$ cat config.mk
export PLATFORM = sky130hd
export DESIGN_NAME = row_permutation_cipher_flat
export DESIGN_NICKNAME = d
export VERILOG_FILES = /design/src/sv/rpc_pkg.sv /design/src/sv/rpc_if.sv /design/src/sv/row_permutation_cipher.sv /design/src/sv/rpc_cfg.sv /design/src/sv/rpc_row_mem.sv /design/src/sv/rpc_fill.sv /design/src/sv/rpc_emit.sv /design/src/flat_wrapper.sv
export SDC_FILE = /design/constraint.sdc
export NUM_CORES = 1
export LEC_CHECK = 0
export BUFFER_PORTS_ARGS = -buffer_cell sky130_fd_sc_hd__buf_2
export CORE_ASPECT_RATIO = 0.75
export CORE_UTILIZATION = 59
export CTS_CLUSTER_DIAMETER = 150
export DETAILED_ROUTE_END_ITERATION = 16
export PLACE_DENSITY = 0.8
export SLEW_MARGIN = 5
export SYNTH_ARGS = -nofsm -noshare
export SYNTH_HDL_FRONTEND = slang
export SYNTH_SLANG_ARGS = --single-unit
export TNS_END_PERCENT = 20
$ cat constraint.sdc
create_clock -name clk_i -period 9.2 [get_ports clk_i]
set_input_delay 0.46 -clock clk_i [delete_from_list [all_inputs] [get_ports clk_i]]
set_output_delay 0.46 -clock clk_i [all_outputs]
set_load 0.05 [all_outputs]
$ cat src/sv/rpc_pkg.sv
// Shared types, constants and helpers of the row permutation cipher.
package rpc_pkg;

  localparam int unsigned MAX_KEY_DEF = 8;
  localparam logic [7:0]  PAD_CHAR    = 8'h30;
  localparam logic [3:0]  KEY_LEN_RST = 4'd8;

  // Register select, taken from paddr[3].
  localparam logic REG_KEY_LENGTH = 1'b0;
  localparam logic REG_KEY_BYTES  = 1'b1;

  typedef struct packed {
    logic [3:0] count;
    logic       last;
  } row_desc_t;

  typedef struct packed {
    logic valid;
    logic bank;
  } row_release_t;

  typedef struct packed {
    logic [7:0] cipher_byte;
    logic       row_last;
    logic       message_done;
  } out_ent_t;

  function automatic logic [3:0] row_width(logic [3:0] kl, logic [3:0] max_key);
    logic [3:0] n;
    n = kl;
    if (kl == 4'd0) begin
      n = 4'd1;
    end else if (kl > max_key) begin
      n = max_key;
    end
    return n;
  endfunction

endpackage

$ cat src/sv/rpc_if.sv
// Valid/ready stream interfaces for message bytes and cipher bytes.
interface rpc_msg_if;
  logic       valid;
  logic       ready;
  logic [7:0] msg_byte;
  logic       msg_last;

  modport source (output valid, output msg_byte, output msg_last, input ready);
  modport sink (input valid, input msg_byte, input msg_last, output ready);
endinterface

interface rpc_cipher_if;
  logic       valid;
  logic       ready;
  logic [7:0] cipher_byte;
  logic       row_last;
  logic       message_done;

  modport source (output valid, output cipher_byte, output row_last,
                  output message_done, input ready);
  modport sink (input valid, input cipher_byte, input row_last,
                input message_done, output ready);
endinterface

$ cat src/sv/row_permutation_cipher.sv
// Top level of the keyed row permutation cipher.
//
//   port       dir  kind        carries
//   msg_i      in   valid/ready msg_byte, msg_last
//   cipher_o   out  valid/ready cipher_byte, row_last, message_done
//   APB        in   write/read  key_length (0x0), key_bytes (0x8)
//
// One byte in and one byte out per cycle sustained while cipher_o is not stalled;
// rows alternate between two memory banks, so filling one row overlaps emitting the
// previous one. The first byte of a full row is offered once its completing byte is
// taken and has passed the memory read and the queue write; the read port sets the rate.
// Reset clears fill count, bank flags and output queue; the memory is not cleared.
// A stalled output holds two queued bytes, then reading and, once both banks
// are full, input acceptance stop.
module row_permutation_cipher
  import rpc_pkg::*;
#(
  parameter int unsigned MaxKey = MAX_KEY_DEF,
  localparam int unsigned ColW = $clog2(MaxKey)
) (
  input  logic          clk_i,
  input  logic          rst_ni,
  rpc_msg_if.sink       msg_i,
  rpc_cipher_if.source  cipher_o,
  input  logic          psel,
  input  logic          penable,
  input  logic          pwrite,
  input  logic [3:0]    paddr,
  input  logic [63:0]   pwdata,
  output logic [63:0]   prdata,
  output logic          pready
);

  logic [3:0]      key_length;
  logic [63:0]     key_bytes;
  logic [3:0]      row_w;
  logic            mem_we, mem_re;
  logic [ColW:0]   mem_waddr, mem_raddr;
  logic [7:0]      mem_wdata, mem_rdata;
  logic [1:0]      bank_full;
  row_desc_t [1:0] desc;
  row_release_t    rel;

  assign row_w = row_width(key_length, 4'(MaxKey));

  rpc_cfg u_cfg (
    .clk_i,
    .rst_ni,
    .psel,
    .penable,
    .pwrite,
    .paddr,
    .pwdata,
    .prdata,
    .pready,
    .key_length_o (key_length),
    .key_bytes_o  (key_bytes)
  );

  rpc_row_mem #(.Depth(2 ** (ColW + 1))) u_mem (
    .clk_i,
    .we_i    (mem_we),
    .waddr_i (mem_waddr),
    .wdata_i (mem_wdata),
    .re_i    (mem_re),
    .raddr_i (mem_raddr),
    .rdata_o (mem_rdata)
  );

  rpc_fill #(.MaxKey(MaxKey)) u_fill (
    .clk_i,
    .rst_ni,
    .msg_i       (msg_i),
    .row_width_i (row_w),
    .release_i   (rel),
    .mem_we_o    (mem_we),
    .mem_waddr_o (mem_waddr),
    .mem_wdata_o (mem_wdata),
    .bank_full_o (bank_full),
    .desc_o      (desc)
  );

  rpc_emit #(.MaxKey(MaxKey)) u_emit (
    .clk_i,
    .rst_ni,
    .row_width_i (row_w),
    .key_bytes_i (key_bytes),
    .bank_full_i (bank_full),
    .desc_i      (desc),
    .release_o   (rel),
    .mem_re_o    (mem_re),
    .mem_raddr_o (mem_raddr),
    .mem_rdata_i (mem_rdata),
    .cipher_o    (cipher_o)
  );

endmodule

$ cat src/sv/rpc_cfg.sv
// APB register file holding key length and key bytes.
module rpc_cfg
  import rpc_pkg::*;
(
  input  logic        clk_i,
  input  logic        rst_ni,
  input  logic        psel,
  input  logic        penable,
  input  logic        pwrite,
  input  logic [3:0]  paddr,
  input  logic [63:0] pwdata,
  output logic [63:0] prdata,
  output logic        pready,
  output logic [3:0]  key_length_o,
  output logic [63:0] key_bytes_o
);

  logic [3:0]  key_length_q, key_length_d;
  logic [63:0] key_bytes_q, key_bytes_d;
  logic        wr_en;

  assign pready = 1'b1;
  assign wr_en  = psel & penable & pwrite;

  always_comb begin
    key_length_d = key_length_q;
    key_bytes_d  = key_bytes_q;
    if (wr_en) begin
      case (paddr[3])
        REG_KEY_LENGTH: key_length_d = pwdata[3:0];
        REG_KEY_BYTES:  key_bytes_d  = pwdata;
        default: ;
      endcase
    end
  end

  always_comb begin
    case (paddr[3])
      REG_KEY_LENGTH: prdata = {60'd0, key_length_q};
      REG_KEY_BYTES:  prdata = key_bytes_q;
      default:        prdata = '0;
    endcase
  end

  always_ff @(posedge clk_i or negedge rst_ni) begin
    if (!rst_ni) begin
      key_length_q <= KEY_LEN_RST;
      key_bytes_q  <= '0;
    end else begin
      key_length_q <= key_length_d;
      key_bytes_q  <= key_bytes_d;
    end
  end

  assign key_length_o = key_length_q;
  assign key_bytes_o  = key_bytes_q;

endmodule

$ cat src/sv/rpc_row_mem.sv
// Two-bank row memory, one write port and one registered read port.
module rpc_row_mem #(
  parameter int unsigned Depth = 16,
  localparam int unsigned AddrW = $clog2(Depth)
) (
  input  logic             clk_i,
  input  logic             we_i,
  input  logic [AddrW-1:0] waddr_i,
  input  logic [7:0]       wdata_i,
  input  logic             re_i,
  input  logic [AddrW-1:0] raddr_i,
  output logic [7:0]       rdata_o
);

  logic [7:0] mem_q [Depth];
  logic [7:0] rdata_q;

  always_ff @(posedge clk_i) begin
    if (we_i) begin
      mem_q[waddr_i] <= wdata_i;
    end
  end

  always_ff @(posedge clk_i) begin
    if (re_i) begin
      rdata_q <= mem_q[raddr_i];
    end
  end

  assign rdata_o = rdata_q;

endmodule

$ cat src/sv/rpc_fill.sv
// Row fill side: writes message bytes into the free bank and hands full rows over.
module rpc_fill
  import rpc_pkg::*;
#(
  parameter int unsigned MaxKey = MAX_KEY_DEF,
  localparam int unsigned ColW = $clog2(MaxKey)
) (
  input  logic                clk_i,
  input  logic                rst_ni,
  rpc_msg_if.sink             msg_i,
  input  logic [3:0]          row_width_i,
  input  row_release_t        release_i,
  output logic                mem_we_o,
  output logic [ColW:0]       mem_waddr_o,
  output logic [7:0]          mem_wdata_o,
  output logic [1:0]          bank_full_o,
  output row_desc_t [1:0]     desc_o
);

  logic            wb_q, wb_d;
  logic [3:0]      fill_cnt_q, fill_cnt_d;
  logic [1:0]      bank_full_q, bank_full_d;
  row_desc_t [1:0] desc_q, desc_d;
  logic            accept;
  logic [3:0]      count;

  assign msg_i.ready = ~bank_full_q[wb_q];
  assign accept      = msg_i.valid & msg_i.ready;
  assign count       = fill_cnt_q + 4'd1;

  assign mem_we_o    = accept;
  assign mem_waddr_o = {wb_q, fill_cnt_q[ColW-1:0]};
  assign mem_wdata_o = msg_i.msg_byte;

  always_comb begin
    wb_d        = wb_q;
    fill_cnt_d  = fill_cnt_q;
    bank_full_d = bank_full_q;
    desc_d      = desc_q;
    if (release_i.valid) begin
      bank_full_d[release_i.bank] = 1'b0;
    end
    if (accept) begin
      if (count >= row_width_i || msg_i.msg_last) begin
        bank_full_d[wb_q] = 1'b1;
        desc_d[wb_q]      = '{count: count, last: msg_i.msg_last};
        wb_d              = ~wb_q;
        fill_cnt_d        = 4'd0;
      end else begin
        fill_cnt_d = count;
      end
    end
  end

  always_ff @(posedge clk_i or negedge rst_ni) begin
    if (!rst_ni) begin
      wb_q        <= 1'b0;
      fill_cnt_q  <= 4'd0;
      bank_full_q <= 2'b00;
    end else begin
      wb_q        <= wb_d;
      fill_cnt_q  <= fill_cnt_d;
      bank_full_q <= bank_full_d;
    end
  end

  always_ff @(posedge clk_i) begin
    desc_q <= desc_d;
  end

  assign bank_full_o = bank_full_q;
  assign desc_o      = desc_q;

  a_full_bank_no_partial: assert property (@(posedge clk_i) disable iff (!rst_ni)
    bank_full_q[wb_q] |-> fill_cnt_q == 4'd0)
    else $error("partial row held in a full bank");

  a_release_full_only: assert property (@(posedge clk_i) disable iff (!rst_ni)
    release_i.valid |-> bank_full_q[release_i.bank])
    else $error("release of a bank that holds no row");

  a_fill_below_width: assert property (@(posedge clk_i) disable iff (!rst_ni)
    fill_cnt_q < 4'(MaxKey))
    else $error("fill count out of range");

endmodule

$ cat src/sv/rpc_emit.sv
// Row emit side: ranks columns, reads the full bank and queues cipher bytes.
module rpc_emit
  import rpc_pkg::*;
#(
  parameter int unsigned MaxKey = MAX_KEY_DEF,
  localparam int unsigned ColW = $clog2(MaxKey)
) (
  input  logic                clk_i,
  input  logic                rst_ni,
  input  logic [3:0]          row_width_i,
  input  logic [63:0]         key_bytes_i,
  input  logic [1:0]          bank_full_i,
  input  row_desc_t [1:0]     desc_i,
  output row_release_t        release_o,
  output logic                mem_re_o,
  output logic [ColW:0]       mem_raddr_o,
  input  logic [7:0]          mem_rdata_i,
  rpc_cipher_if.source        cipher_o
);

  logic            rb_q, rb_d;
  logic [ColW-1:0] col_q, col_d;
  logic            rd_v_q, rd_pad_q, rd_last_q, rd_done_q;
  logic            rd_pad_d, rd_last_d, rd_done_d;
  out_ent_t        ent_q [2];
  logic            head_q, head_d;
  logic [1:0]      cnt_q, cnt_d;
  logic [3:0]      rank_acc;
  logic [ColW-1:0] rank;
  logic [7:0]      cj, ck;
  logic [1:0]      occ;
  logic            pop, push, can_issue, issue, col_end, tail;
  row_desc_t       cur_desc;

  always_comb begin
    rank_acc = 4'd0;
    ck       = 8'd0;
    cj       = key_bytes_i[{col_q, 3'b000} +: 8];
    for (int k = 0; k < MaxKey; k++) begin
      ck = key_bytes_i[8*k +: 8];
      if (4'(k) < row_width_i && (ck < cj || (ck == cj && ColW'(k) < col_q))) begin
        rank_acc = rank_acc + 4'd1;
      end
    end
  end
  assign rank = rank_acc[ColW-1:0];

  assign cur_desc  = desc_i[rb_q];
  assign pop       = cipher_o.valid & cipher_o.ready;
  assign push      = rd_v_q;
  assign occ       = cnt_q + {1'b0, rd_v_q};
  assign can_issue = (occ < 2'd2) | pop;
  assign issue     = bank_full_i[rb_q] & can_issue;
  assign col_end   = ({{(4-ColW){1'b0}}, col_q} + 4'd1) == row_width_i;

  assign mem_re_o    = issue;
  assign mem_raddr_o = {rb_q, rank};
  assign release_o   = '{valid: issue & col_end, bank: rb_q};

  always_comb begin
    rb_d      = rb_q;
    col_d     = col_q;
    rd_pad_d  = rd_pad_q;
    rd_last_d = rd_last_q;
    rd_done_d = rd_done_q;
    if (issue) begin
      rd_pad_d  = ({{(4-ColW){1'b0}}, rank} >= cur_desc.count);
      rd_last_d = col_end;
      rd_done_d = col_end & cur_desc.last;
      if (col_end) begin
        col_d = '0;
        rb_d  = ~rb_q;
      end else begin
        col_d = col_q + ColW'(1);
      end
    end
  end

  assign tail   = head_q ^ cnt_q[0];
  assign head_d = head_q ^ pop;
  assign cnt_d  = cnt_q + {1'b0, push} - {1'b0, pop};

  always_ff @(posedge clk_i or negedge rst_ni) begin
    if (!rst_ni) begin
      rb_q   <= 1'b0;
      col_q  <= '0;
      rd_v_q <= 1'b0;
      head_q <= 1'b0;
      cnt_q  <= 2'd0;
    end else begin
      rb_q   <= rb_d;
      col_q  <= col_d;
      rd_v_q <= issue;
      head_q <= head_d;
      cnt_q  <= cnt_d;
    end
  end

  always_ff @(posedge clk_i) begin
    rd_pad_q  <= rd_pad_d;
    rd_last_q <= rd_last_d;
    rd_done_q <= rd_done_d;
    if (push) begin
      ent_q[tail] <= '{cipher_byte:  rd_pad_q ? PAD_CHAR : mem_rdata_i,
                       row_last:     rd_last_q,
                       message_done: rd_done_q};
    end
  end

  assign cipher_o.valid        = cnt_q != 2'd0;
  assign cipher_o.cipher_byte  = ent_q[head_q].cipher_byte;
  assign cipher_o.row_last     = ent_q[head_q].row_last;
  assign cipher_o.message_done = ent_q[head_q].message_done;

  a_queue_bound: assert property (@(posedge clk_i) disable iff (!rst_ni)
    (cnt_q + {1'b0, rd_v_q}) <= 2'd2)
    else $error("output queue overrun");

  a_done_on_row_end: assert property (@(posedge clk_i) disable iff (!rst_ni)
    (cipher_o.valid && cipher_o.message_done) |-> cipher_o.row_last)
    else $error("message end away from row end");

  a_issue_from_full: assert property (@(posedge clk_i) disable iff (!rst_ni)
    (col_q != '0) |-> bank_full_i[rb_q])
    else $error("row emission interrupted");

endmodule

$ cat src/flat_wrapper.sv
// flat-port wrapper written by rule: the top's interface ports become plain ports
module row_permutation_cipher_flat import rpc_pkg::*;
#(
  parameter int unsigned MaxKey = MAX_KEY_DEF,
  localparam int unsigned ColW = $clog2(MaxKey)
)
  (clk_i, rst_ni, psel, penable, pwrite, paddr, pwdata, prdata, pready, msg_i_valid, msg_i_msg_byte, msg_i_msg_last, msg_i_ready, cipher_o_valid, cipher_o_cipher_byte, cipher_o_row_last, cipher_o_message_done, cipher_o_ready);
  rpc_msg_if msg_i_i ();
  rpc_cipher_if cipher_o_i ();
  input  logic clk_i;
  input  logic rst_ni;
  input  logic psel;
  input  logic penable;
  input  logic pwrite;
  input  logic [3:0] paddr;
  input  logic [63:0] pwdata;
  output logic [63:0] prdata;
  output logic pready;
  input wire logic [$bits(msg_i_i.valid)-1:0] msg_i_valid;
  input wire logic [$bits(msg_i_i.msg_byte)-1:0] msg_i_msg_byte;
  input wire logic [$bits(msg_i_i.msg_last)-1:0] msg_i_msg_last;
  output wire logic [$bits(msg_i_i.ready)-1:0] msg_i_ready;
  output wire logic [$bits(cipher_o_i.valid)-1:0] cipher_o_valid;
  output wire logic [$bits(cipher_o_i.cipher_byte)-1:0] cipher_o_cipher_byte;
  output wire logic [$bits(cipher_o_i.row_last)-1:0] cipher_o_row_last;
  output wire logic [$bits(cipher_o_i.message_done)-1:0] cipher_o_message_done;
  input wire logic [$bits(cipher_o_i.ready)-1:0] cipher_o_ready;
  assign msg_i_i.valid = msg_i_valid;
  assign msg_i_i.msg_byte = msg_i_msg_byte;
  assign msg_i_i.msg_last = msg_i_msg_last;
  assign msg_i_ready = msg_i_i.ready;
  assign cipher_o_valid = cipher_o_i.valid;
  assign cipher_o_cipher_byte = cipher_o_i.cipher_byte;
  assign cipher_o_row_last = cipher_o_i.row_last;
  assign cipher_o_message_done = cipher_o_i.message_done;
  assign cipher_o_i.ready = cipher_o_ready;
  row_permutation_cipher #(.MaxKey(MaxKey)) u_core (.clk_i(clk_i), .rst_ni(rst_ni), .msg_i(msg_i_i), .cipher_o(cipher_o_i), .psel(psel), .penable(penable), .pwrite(pwrite), .paddr(paddr), .pwdata(pwdata), .prdata(prdata), .pready(pready));
endmodule
==> impl_metrics.xml, run 1 <==
<?xml version="1.0" encoding="UTF-8"?>
<metrics>
  <group name="sta">
    <metric name="clock-skew-final" unit="ns">0.01758</metric>
    <metric name="min_period" unit="ns">8.476</metric>
    <metric name="finalSetupTns" unit="ns">0</metric>
    <metric name="final_hold_viol_count" unit="">0</metric>
    <metric name="max_clock_freq" unit="MHz">118.0</metric>
    <metric name="period_share" unit="%">92.13</metric>
    <metric name="relSlewSlack" unit="%">38.70</metric>
    <metric name="setup_repair_after_global_routing_missed_its_margin" unit="">no</metric>
    <metric name="setup_viol" unit="">0</metric>
    <metric name="whs" unit="ns">0.1655</metric>
    <metric name="timing_max_transition_violations_final" unit="">0</metric>
    <metric name="tightestPinTransition" unit="ns">0.9195</metric>
  </group>
  <group name="worst_setup_path">
    <metric name="critical_path.max_stage_delay" unit="ns">0.68</metric>
    <metric name="timing.critical_path.from_type" unit="">flip-flop</metric>
    <metric name="worst_setup_path_end_kind" unit="">flip-flop</metric>
    <metric name="crit_path_frequent_cell" unit="">ha_1</metric>
    <metric name="timing.critical_path.slowest_stage_cell" unit="">dfrtp_2</metric>
    <metric name="crit_arrival" unit="ns">8.83</metric>
    <metric name="critPathMaxFanout" unit="">34</metric>
    <metric name="required" unit="ns">9.55</metric>
    <metric name="worst-setup-path-type" unit="">flip-flop to flip-flop</metric>
  </group>
  <group name="floorplan">
    <metric name="floorplan.die_area" unit="mm²">0.02257</metric>
    <metric name="boundaryPins" unit="">161</metric>
    <metric name="floorplan.die.height" unit="µm">130.3</metric>
    <metric name="start_util" unit="%">60.69</metric>
    <metric name="placement_rows" unit="">46</metric>
    <metric name="core_region_area" unit="mm²">0.02135</metric>
    <metric name="dieWidth" unit="µm">173.1</metric>
  </group>
  <group name="clock_tree">
    <metric name="clk_pin_slew_worst_paths" unit="ns">0.06</metric>
    <metric name="cts_buffer_count" unit="">25</metric>
    <metric name="clock_sink_count" unit="">252</metric>
    <metric name="number_of_buffers_on_the_longest_clock_path" unit="">3</metric>
    <metric name="worst_skew_pair.late_latency" unit="ns">0.53</metric>
    <metric name="clk_root_buffer_cell" unit="">clkbuf_16</metric>
    <metric name="tritoncts" unit="">done</metric>
    <metric name="postCtsSetupBuffers" unit="">0</metric>
    <metric name="htree_num_levels" unit="">1</metric>
  </group>
  <group name="synthesis">
    <metric name="synth_cell_type_count" unit="">63</metric>
    <metric name="synth.cells.most_frequent" unit="">169 x edfxtp_1, 154 x nand2_1, 84 x a21oi_1, 84 x ha_1, 84 x mux2_2</metric>
    <metric name="synth-seq-area-share" unit="%">55.20</metric>
    <metric name="ys_seq_elements" unit="">252</metric>
    <metric name="yosys.area.top_type_share" unit="%">39.16</metric>
    <metric name="async_reset_ff_share" unit="%">32.94</metric>
    <metric name="predominant_post_synthesis_flop_cell" unit="">edfxtp_1</metric>
    <metric name="synth.net_count" unit="">1235</metric>
    <metric name="synth_warnings" unit="">0</metric>
    <metric name="post_synth_inst_count" unit="">1067</metric>
    <metric name="synthesis.area_per_instance" unit="µm²">12.14</metric>
    <metric name="yosysTopAreaCell" unit="">edfxtp_1</metric>
    <metric name="synth_enable_flop_cells" unit="">169</metric>
    <metric name="synth.cell_area" unit="mm²">0.01296</metric>
    <metric name="synth_top_cells_by_area" unit="">edfxtp_1 39%, dfrtp_1 16%, ha_1 8.1%</metric>
    <metric name="synthMostInstantiatedCell" unit="">edfxtp_1</metric>
  </group>
  <group name="status">
    <metric name="run_status" unit="">complete, no violations</metric>
  </group>
  <group name="final_layout">
    <metric name="layout_filler_cell_count" unit="">1491</metric>
    <metric name="final_net_count" unit="">1389</metric>
    <metric name="insertedDiodeCount" unit="">0</metric>
    <metric name="final_design_area_no_fill" unit="mm²">0.01486</metric>
    <metric name="final_layout_size_suffix_gt1_share" unit="%">27.12</metric>
    <metric name="utilization" unit="%">69.61</metric>
    <metric name="areaGrowthSynthToFinish" unit="%">14.71</metric>
  </group>
  <group name="run">
    <metric name="maxCapViolCount" unit="">0</metric>
  </group>
  <group name="min_path">
    <metric name="hold_path.class" unit="">input port to flip-flop</metric>
  </group>
  <group name="routing">
    <metric name="antenna_violating_nets_post_route" unit="">0</metric>
    <metric name="routed_via_density" unit="">6.005</metric>
    <metric name="initialDrtViolationCount" unit="">928</metric>
    <metric name="routed-via-count" unit="">9169</metric>
    <metric name="totalWireLength" unit="µm">31230</metric>
    <metric name="route.detailed.drc" unit="">0</metric>
    <metric name="avgRoutedWirePerCell" unit="µm">20.45</metric>
    <metric name="first_pass_iters" unit="">5</metric>
  </group>
  <group name="global_routing">
    <metric name="total_global_routing_overflow" unit="">0</metric>
    <metric name="via_count_of_the_first_global_routing_pass" unit="">8647</metric>
    <metric name="global_route.usage.total" unit="%">27.48</metric>
    <metric name="grt_start_max_net_pins" unit="">68</metric>
    <metric name="grt_antenna_before_repair" unit="">0</metric>
    <metric name="grt_first_pass_wirelength" unit="µm">47820</metric>
  </group>
  <group name="placed_design">
    <metric name="placedInstanceArea" unit="mm²">0.01402</metric>
    <metric name="dpl.hpwl" unit="µm">21990</metric>
    <metric name="place.port_buffers" unit="">156</metric>
    <metric name="place.gp.congestion" unit="">0.9259</metric>
  </group>
</metrics>
final timing paths:
path / endpoint / slack [ns] / from / cells after the start
min in group asynchronous: u_core.u_cfg.key_bytes_o[36] / 0.38 / rst_ni / 2
worst min register to register: u_core.u_emit.ent_q[0][1] / 0.46 / u_core.u_emit.rd_last_q / 0
worst min-delay path: u_core.u_cfg.key_bytes_o[54] / 0.17 / pwdata[54] / 2
worst max register to register: u_core.u_mem.rdata_o[5] / 0.72 / u_core.u_emit.col_q[0] / 37
worst max-delay path: u_core.u_mem.rdata_o[5] / 0.72 / u_core.u_emit.col_q[0] / 37
max in group asynchronous: u_core.u_cfg.key_bytes_o[3] / 7.73 / rst_ni / 3
per-stage QoR:
stage	std cells	setup WS, ns
2_1_floorplan	1067	1.076
3_3_place_gp	1481	0.8176
3_5_place_dp	1481	0.5841
4_1_cts	1527	0.5561
5_1_grt	1527	0.1919
6_report	1527	0.7242
flip-flops by register name, indices dropped and copies added (netlist names):
signal                     cells
u_core.u_cfg.key_bytes_o      64
u_core.u_cfg.key_length_o      4
u_core.u_emit.cnt_q            2
u_core.u_emit.col_q            3
u_core.u_emit.ent_q           20
u_core.u_emit.head_q           1
u_core.u_emit.push             1
u_core.u_emit.rb_q             1
u_core.u_emit.rd_done_q        1
u_core.u_emit.rd_last_q        1
u_core.u_emit.rd_pad_q         1
u_core.u_fill.bank_full_o      2
u_core.u_fill.desc_o          10
u_core.u_fill.fill_cnt_q       4
u_core.u_fill.wb_q             1
u_core.u_mem.mem_q           128
u_core.u_mem.rdata_o           8
logic make-up (layout without fill, tap and decap cells):
| group | count (synthesis) | after routing | share of synthesized area, % |
|---|---|---|---|
| muxes | 112 | 112 | 11.01 |
| other | 1 | 1 | 0.02894 |
| xor gates and xnor gates | 17 | 17 | 1.670 |
| DFF | 252 | 252 | 55.20 |
| buffers and inverters | 74 | 246 | 2.443 |
| adders and majority gates | 84 | 84 | 8.110 |
| AOI/OAI and AO/OA | 187 | 187 | 8.671 |
| and+or+nand+nor | 340 | 340 | 12.87 |
repair_timing:
item                       in CTS  in global routing
hold endpoints to repair       25                  0
hold buffers                    1                  0
resized for setup               0                  1
setup endpoints to repair       0                  9
layer usage:
layer | global-route usage (%) | up-vias | routed length (µm)
li1 | - | 4199 | -
met5 | 0 | - | 0
met2 | 39.94 | 491 | 13340
met4 | 5.518 | 0 | 556
met3 | 6.789 | 56 | 3648
met1 | 41.98 | 4423 | 13680
cell usage in the layout (no fill, tap or decap), types with 6 or more instances in the layout:
master,instances
o21ai_0,22
nand2_1,154
a21oi_1,84
o211ai_1,6
o21ai_1,32
mux2_2,84
nor2b_1,16
nand3_1,11
mux2i_1,12
buf_4,19
nor2_1,23
dfrtp_1,81
nand4_1,21
nand2b_1,10
clkbuf_16,25
and2_1,82
a21o_1,9
edfxtp_1,169
nor3_1,6
inv_1,23
mux4_2,16
buf_2,155
ha_1,84
xnor2_1,6
cell type report:
| class | instances | area [µm²] | share of cell area [%] |
|---|---|---|---|
| Clock buffer | 30 | 654.4 | 4.402 |
| Clock inverter | 15 | 176.4 | 1.187 |
| Inverter | 26 | 97.59 | 0.6566 |
| Multi-Input combinational cell | 741 | 5493 | 36.95 |
| Sequential cell | 252 | 7154 | 48.13 |
| Tap cell | 288 | 360.3 | 2.424 |
| Timing Repair Buffer | 175 | 928.4 | 6.246 |
critical path, delay by kind of cell, from the launching register on:
kind                     cells  cell delay, ns
AO/OA/AOI/OAI               11            1.76
XOR/XNOR                     2            0.78
adder cells (fa/ha/maj)      7            2.01
buffers and inverters        2            0.54
flip-flops                   1            0.68
multiplexers                 3            1.35
AND/OR/NAND/NOR             12            1.15
Power of run 1 is left out: the tool's default activity adds up to more than one toggle a clock period on the data nets, which glitch-free logic cannot reach.
==> run 2: changes to the inputs <==
Settings changed: CORE_ASPECT_RATIO 0.75 to default, PLACE_DENSITY 0.8 to 0.92.
==> run 2 against run 1 <==
Compared with the run above:
- hold slack got worse by 0.011 ns
- critical path type unchanged
- clock skew down 0.0045 ns
- sequential share of layout area shrank 0.18 points
- clock-buffer cell count increased by 2
- via count is 1.6% higher
- global-route usage rose by 0.41 points
- worst setup slack improved by 0.021 ns
- core utilization rose by 0.48 points
- register-to-register slack improved by 0.02 ns
- non-clock buffer count fell by 3
- critical path depth stayed put
==> impl_metrics.xml, run 2 (synthesis gave the netlist of run 1 again) <==
<?xml version="1.0" encoding="UTF-8"?>
<metrics>
  <group name="global_routing">
    <metric name="via_count_of_the_first_global_routing_pass" unit="">9349</metric>
    <metric name="grt_first_pass_wirelength" unit="µm">48220</metric>
    <metric name="grt_start_max_net_pins" unit="">81</metric>
    <metric name="total_global_routing_overflow" unit="">0</metric>
    <metric name="grt_antenna_before_repair" unit="">0</metric>
    <metric name="global_route.usage.total" unit="%">27.89</metric>
  </group>
  <group name="routing">
    <metric name="totalWireLength" unit="µm">31150</metric>
    <metric name="routed-via-count" unit="">9316</metric>
    <metric name="route.detailed.drc" unit="">0</metric>
    <metric name="avgRoutedWirePerCell" unit="µm">20.58</metric>
    <metric name="antenna_violating_nets_post_route" unit="">0</metric>
    <metric name="first_pass_iters" unit="">6</metric>
    <metric name="routed_via_density" unit="">6.153</metric>
    <metric name="initialDrtViolationCount" unit="">842</metric>
  </group>
  <group name="clock_tree">
    <metric name="clk_root_buffer_cell" unit="">clkbuf_16</metric>
    <metric name="cts_buffer_count" unit="">26</metric>
    <metric name="clk_pin_slew_worst_paths" unit="ns">0.07</metric>
    <metric name="tritoncts" unit="">done</metric>
    <metric name="number_of_buffers_on_the_longest_clock_path" unit="">3</metric>
    <metric name="worst_skew_pair.late_latency" unit="ns">0.53</metric>
    <metric name="postCtsSetupBuffers" unit="">0</metric>
    <metric name="clock_sink_count" unit="">252</metric>
    <metric name="htree_num_levels" unit="">1</metric>
  </group>
  <group name="final_layout">
    <metric name="final_layout_size_suffix_gt1_share" unit="%">27.52</metric>
    <metric name="layout.cells.non_filler" unit="">1514</metric>
    <metric name="areaGrowthSynthToFinish" unit="%">15.13</metric>
    <metric name="final_cell_mix" unit="">169 x edfxtp_1, 155 x buf_2, 154 x nand2_1</metric>
    <metric name="final_net_count" unit="">1387</metric>
    <metric name="layout_commonest_cell" unit="">edfxtp_1</metric>
    <metric name="utilization" unit="%">70.09</metric>
    <metric name="insertedDiodeCount" unit="">0</metric>
    <metric name="registers.top_by_ff_count" unit="">u_core.u_mem.mem_q</metric>
    <metric name="largest_reg_flops" unit="">128</metric>
  </group>
  <group name="sta">
    <metric name="setup_repair_after_global_routing_missed_its_margin" unit="">no</metric>
    <metric name="finalSetupTns" unit="ns">0</metric>
    <metric name="setup_viol" unit="">0</metric>
    <metric name="final_hold_viol_count" unit="">0</metric>
    <metric name="clock-skew-final" unit="ns">0.01313</metric>
    <metric name="period_share" unit="%">91.90</metric>
    <metric name="timing_max_transition_violations_final" unit="">0</metric>
    <metric name="max_clock_freq" unit="MHz">118.3</metric>
    <metric name="tightestPinTransition" unit="ns">1.036</metric>
    <metric name="relSlewSlack" unit="%">30.96</metric>
    <metric name="min_period" unit="ns">8.455</metric>
  </group>
  <group name="worst_setup_path">
    <metric name="critical_path.max_stage_delay" unit="ns">0.62</metric>
    <metric name="timing.rr.start" unit="">u_core.u_emit.col_q[0]</metric>
    <metric name="timing.critical_path.from_type" unit="">flip-flop</metric>
    <metric name="reg2reg_to" unit="">u_core.u_mem.rdata_o[6]</metric>
    <metric name="ff2ff_path_depth" unit="">37</metric>
    <metric name="critPathMaxFanout" unit="">34</metric>
    <metric name="required" unit="ns">9.58</metric>
    <metric name="worst-setup-path-type" unit="">flip-flop to flip-flop</metric>
    <metric name="r2r_slack" unit="ns">0.75</metric>
    <metric name="worst_setup_path_end_kind" unit="">flip-flop</metric>
    <metric name="crit_arrival" unit="ns">8.84</metric>
    <metric name="timing.critical_path.slowest_stage_cell" unit="">dfrtp_2</metric>
    <metric name="crit_path_frequent_cell" unit="">ha_1</metric>
  </group>
  <group name="placed_design">
    <metric name="place.port_buffers" unit="">156</metric>
    <metric name="dpl.hpwl" unit="µm">20890</metric>
    <metric name="place.gp.congestion" unit="">0.9200</metric>
    <metric name="placed_cells_incl_taps" unit="">1465</metric>
  </group>
  <group name="min_path">
    <metric name="worstHoldPathCells" unit="">2</metric>
    <metric name="min_delay_worst_endpoint" unit="">u_core.u_cfg.key_bytes_o[50]</metric>
    <metric name="hold_path.class" unit="">input port to flip-flop</metric>
    <metric name="worst_hold_startpoint" unit="">pwdata[50]</metric>
  </group>
  <group name="floorplan">
    <metric name="placement_rows" unit="">53</metric>
    <metric name="start_util" unit="%">60.88</metric>
    <metric name="floorplan.die_area" unit="mm²">0.02256</metric>
    <metric name="dieWidth" unit="µm">150.2</metric>
    <metric name="boundaryPins" unit="">161</metric>
    <metric name="floorplan.die.height" unit="µm">150.2</metric>
    <metric name="core_region_area" unit="mm²">0.02129</metric>
  </group>
  <group name="run">
    <metric name="maxCapViolCount" unit="">0</metric>
  </group>
  <group name="status">
    <metric name="run_status" unit="">complete, no violations</metric>
  </group>
</metrics>
-- run 2: worst max-delay path: cells and delay by family (launching register included) --
family,cells,cell delay (ns)
buffers and inverters,3,0.85
DFF,1,0.62
xor gates and xnor gates,2,0.78
and+or+nand+nor,11,0.98
AOI/OAI and AO/OA,11,1.77
adders and majority gates,7,2.00
muxes,3,1.28
-- run 2: worst max path at each step --
stage                      startpoint                       to  slack, ns  depth (start not counted)
6_report       u_core.u_emit.col_q[0]  u_core.u_mem.rdata_o[6]       0.75                         37
5_1_grt        u_core.u_emit.col_q[0]  u_core.u_mem.rdata_o[0]       0.21                         37
4_1_cts        u_core.u_emit.col_q[0]  u_core.u_mem.rdata_o[6]       0.64                         37
3_5_place_dp   u_core.u_emit.col_q[0]  u_core.u_mem.rdata_o[0]       0.73                         37
3_3_place_gp   u_core.u_emit.col_q[0]   u_core.u_emit.rd_pad_q       0.86                         36
2_1_floorplan  u_core.u_emit.col_q[0]   u_core.u_emit.rd_pad_q       1.08                         40
-- run 2: repair_timing --
item / 4_1_cts / 5_1_grt
endpoints found under the setup margin: 0 / 4
hold buffers: 1 / 0
gates resized for setup: 0 / 1
hold endpoints to repair: 3 / 0
-- run 2: area by class of cell --
cell class              instances  area [µm²]
inverters                      26       97.59
multi-input cells             741        5493
repair buffers                172       905.9
fillers                      1354        6367
flip-flops and latches        252        7154
well taps                     275       344.1
clock inverters                16       202.7
clock buffers                  32       721.9
-- run 2: metrics by stage --
stage | setup WS [ns] | hold WS [ns] | cell area (µm²)
2_1_floorplan | 1.076 | 0.1644 | 12960
4_1_cts | 0.6355 | 0.1367 | 14920
3_3_place_gp | 0.8571 | 0.2545 | 13980
6_report | 0.7454 | 0.1549 | 14920
5_1_grt | 0.2093 | 0.1383 | 14920
3_5_place_dp | 0.7285 | 0.2587 | 13980
-- run 2: metal layers --
layer | global-route usage [%] | part of all wire, % | vias to the layer above
li1 | - | - | 4203
met2 | 46.76 | 50 | 499
met5 | 0 | 0 | -
met3 | 6.212 | 9.0 | 88
met1 | 35.54 | 38 | 4526
met4 | 10.25 | 3.3 | 0
Power of run 2 is left out for the same reason.
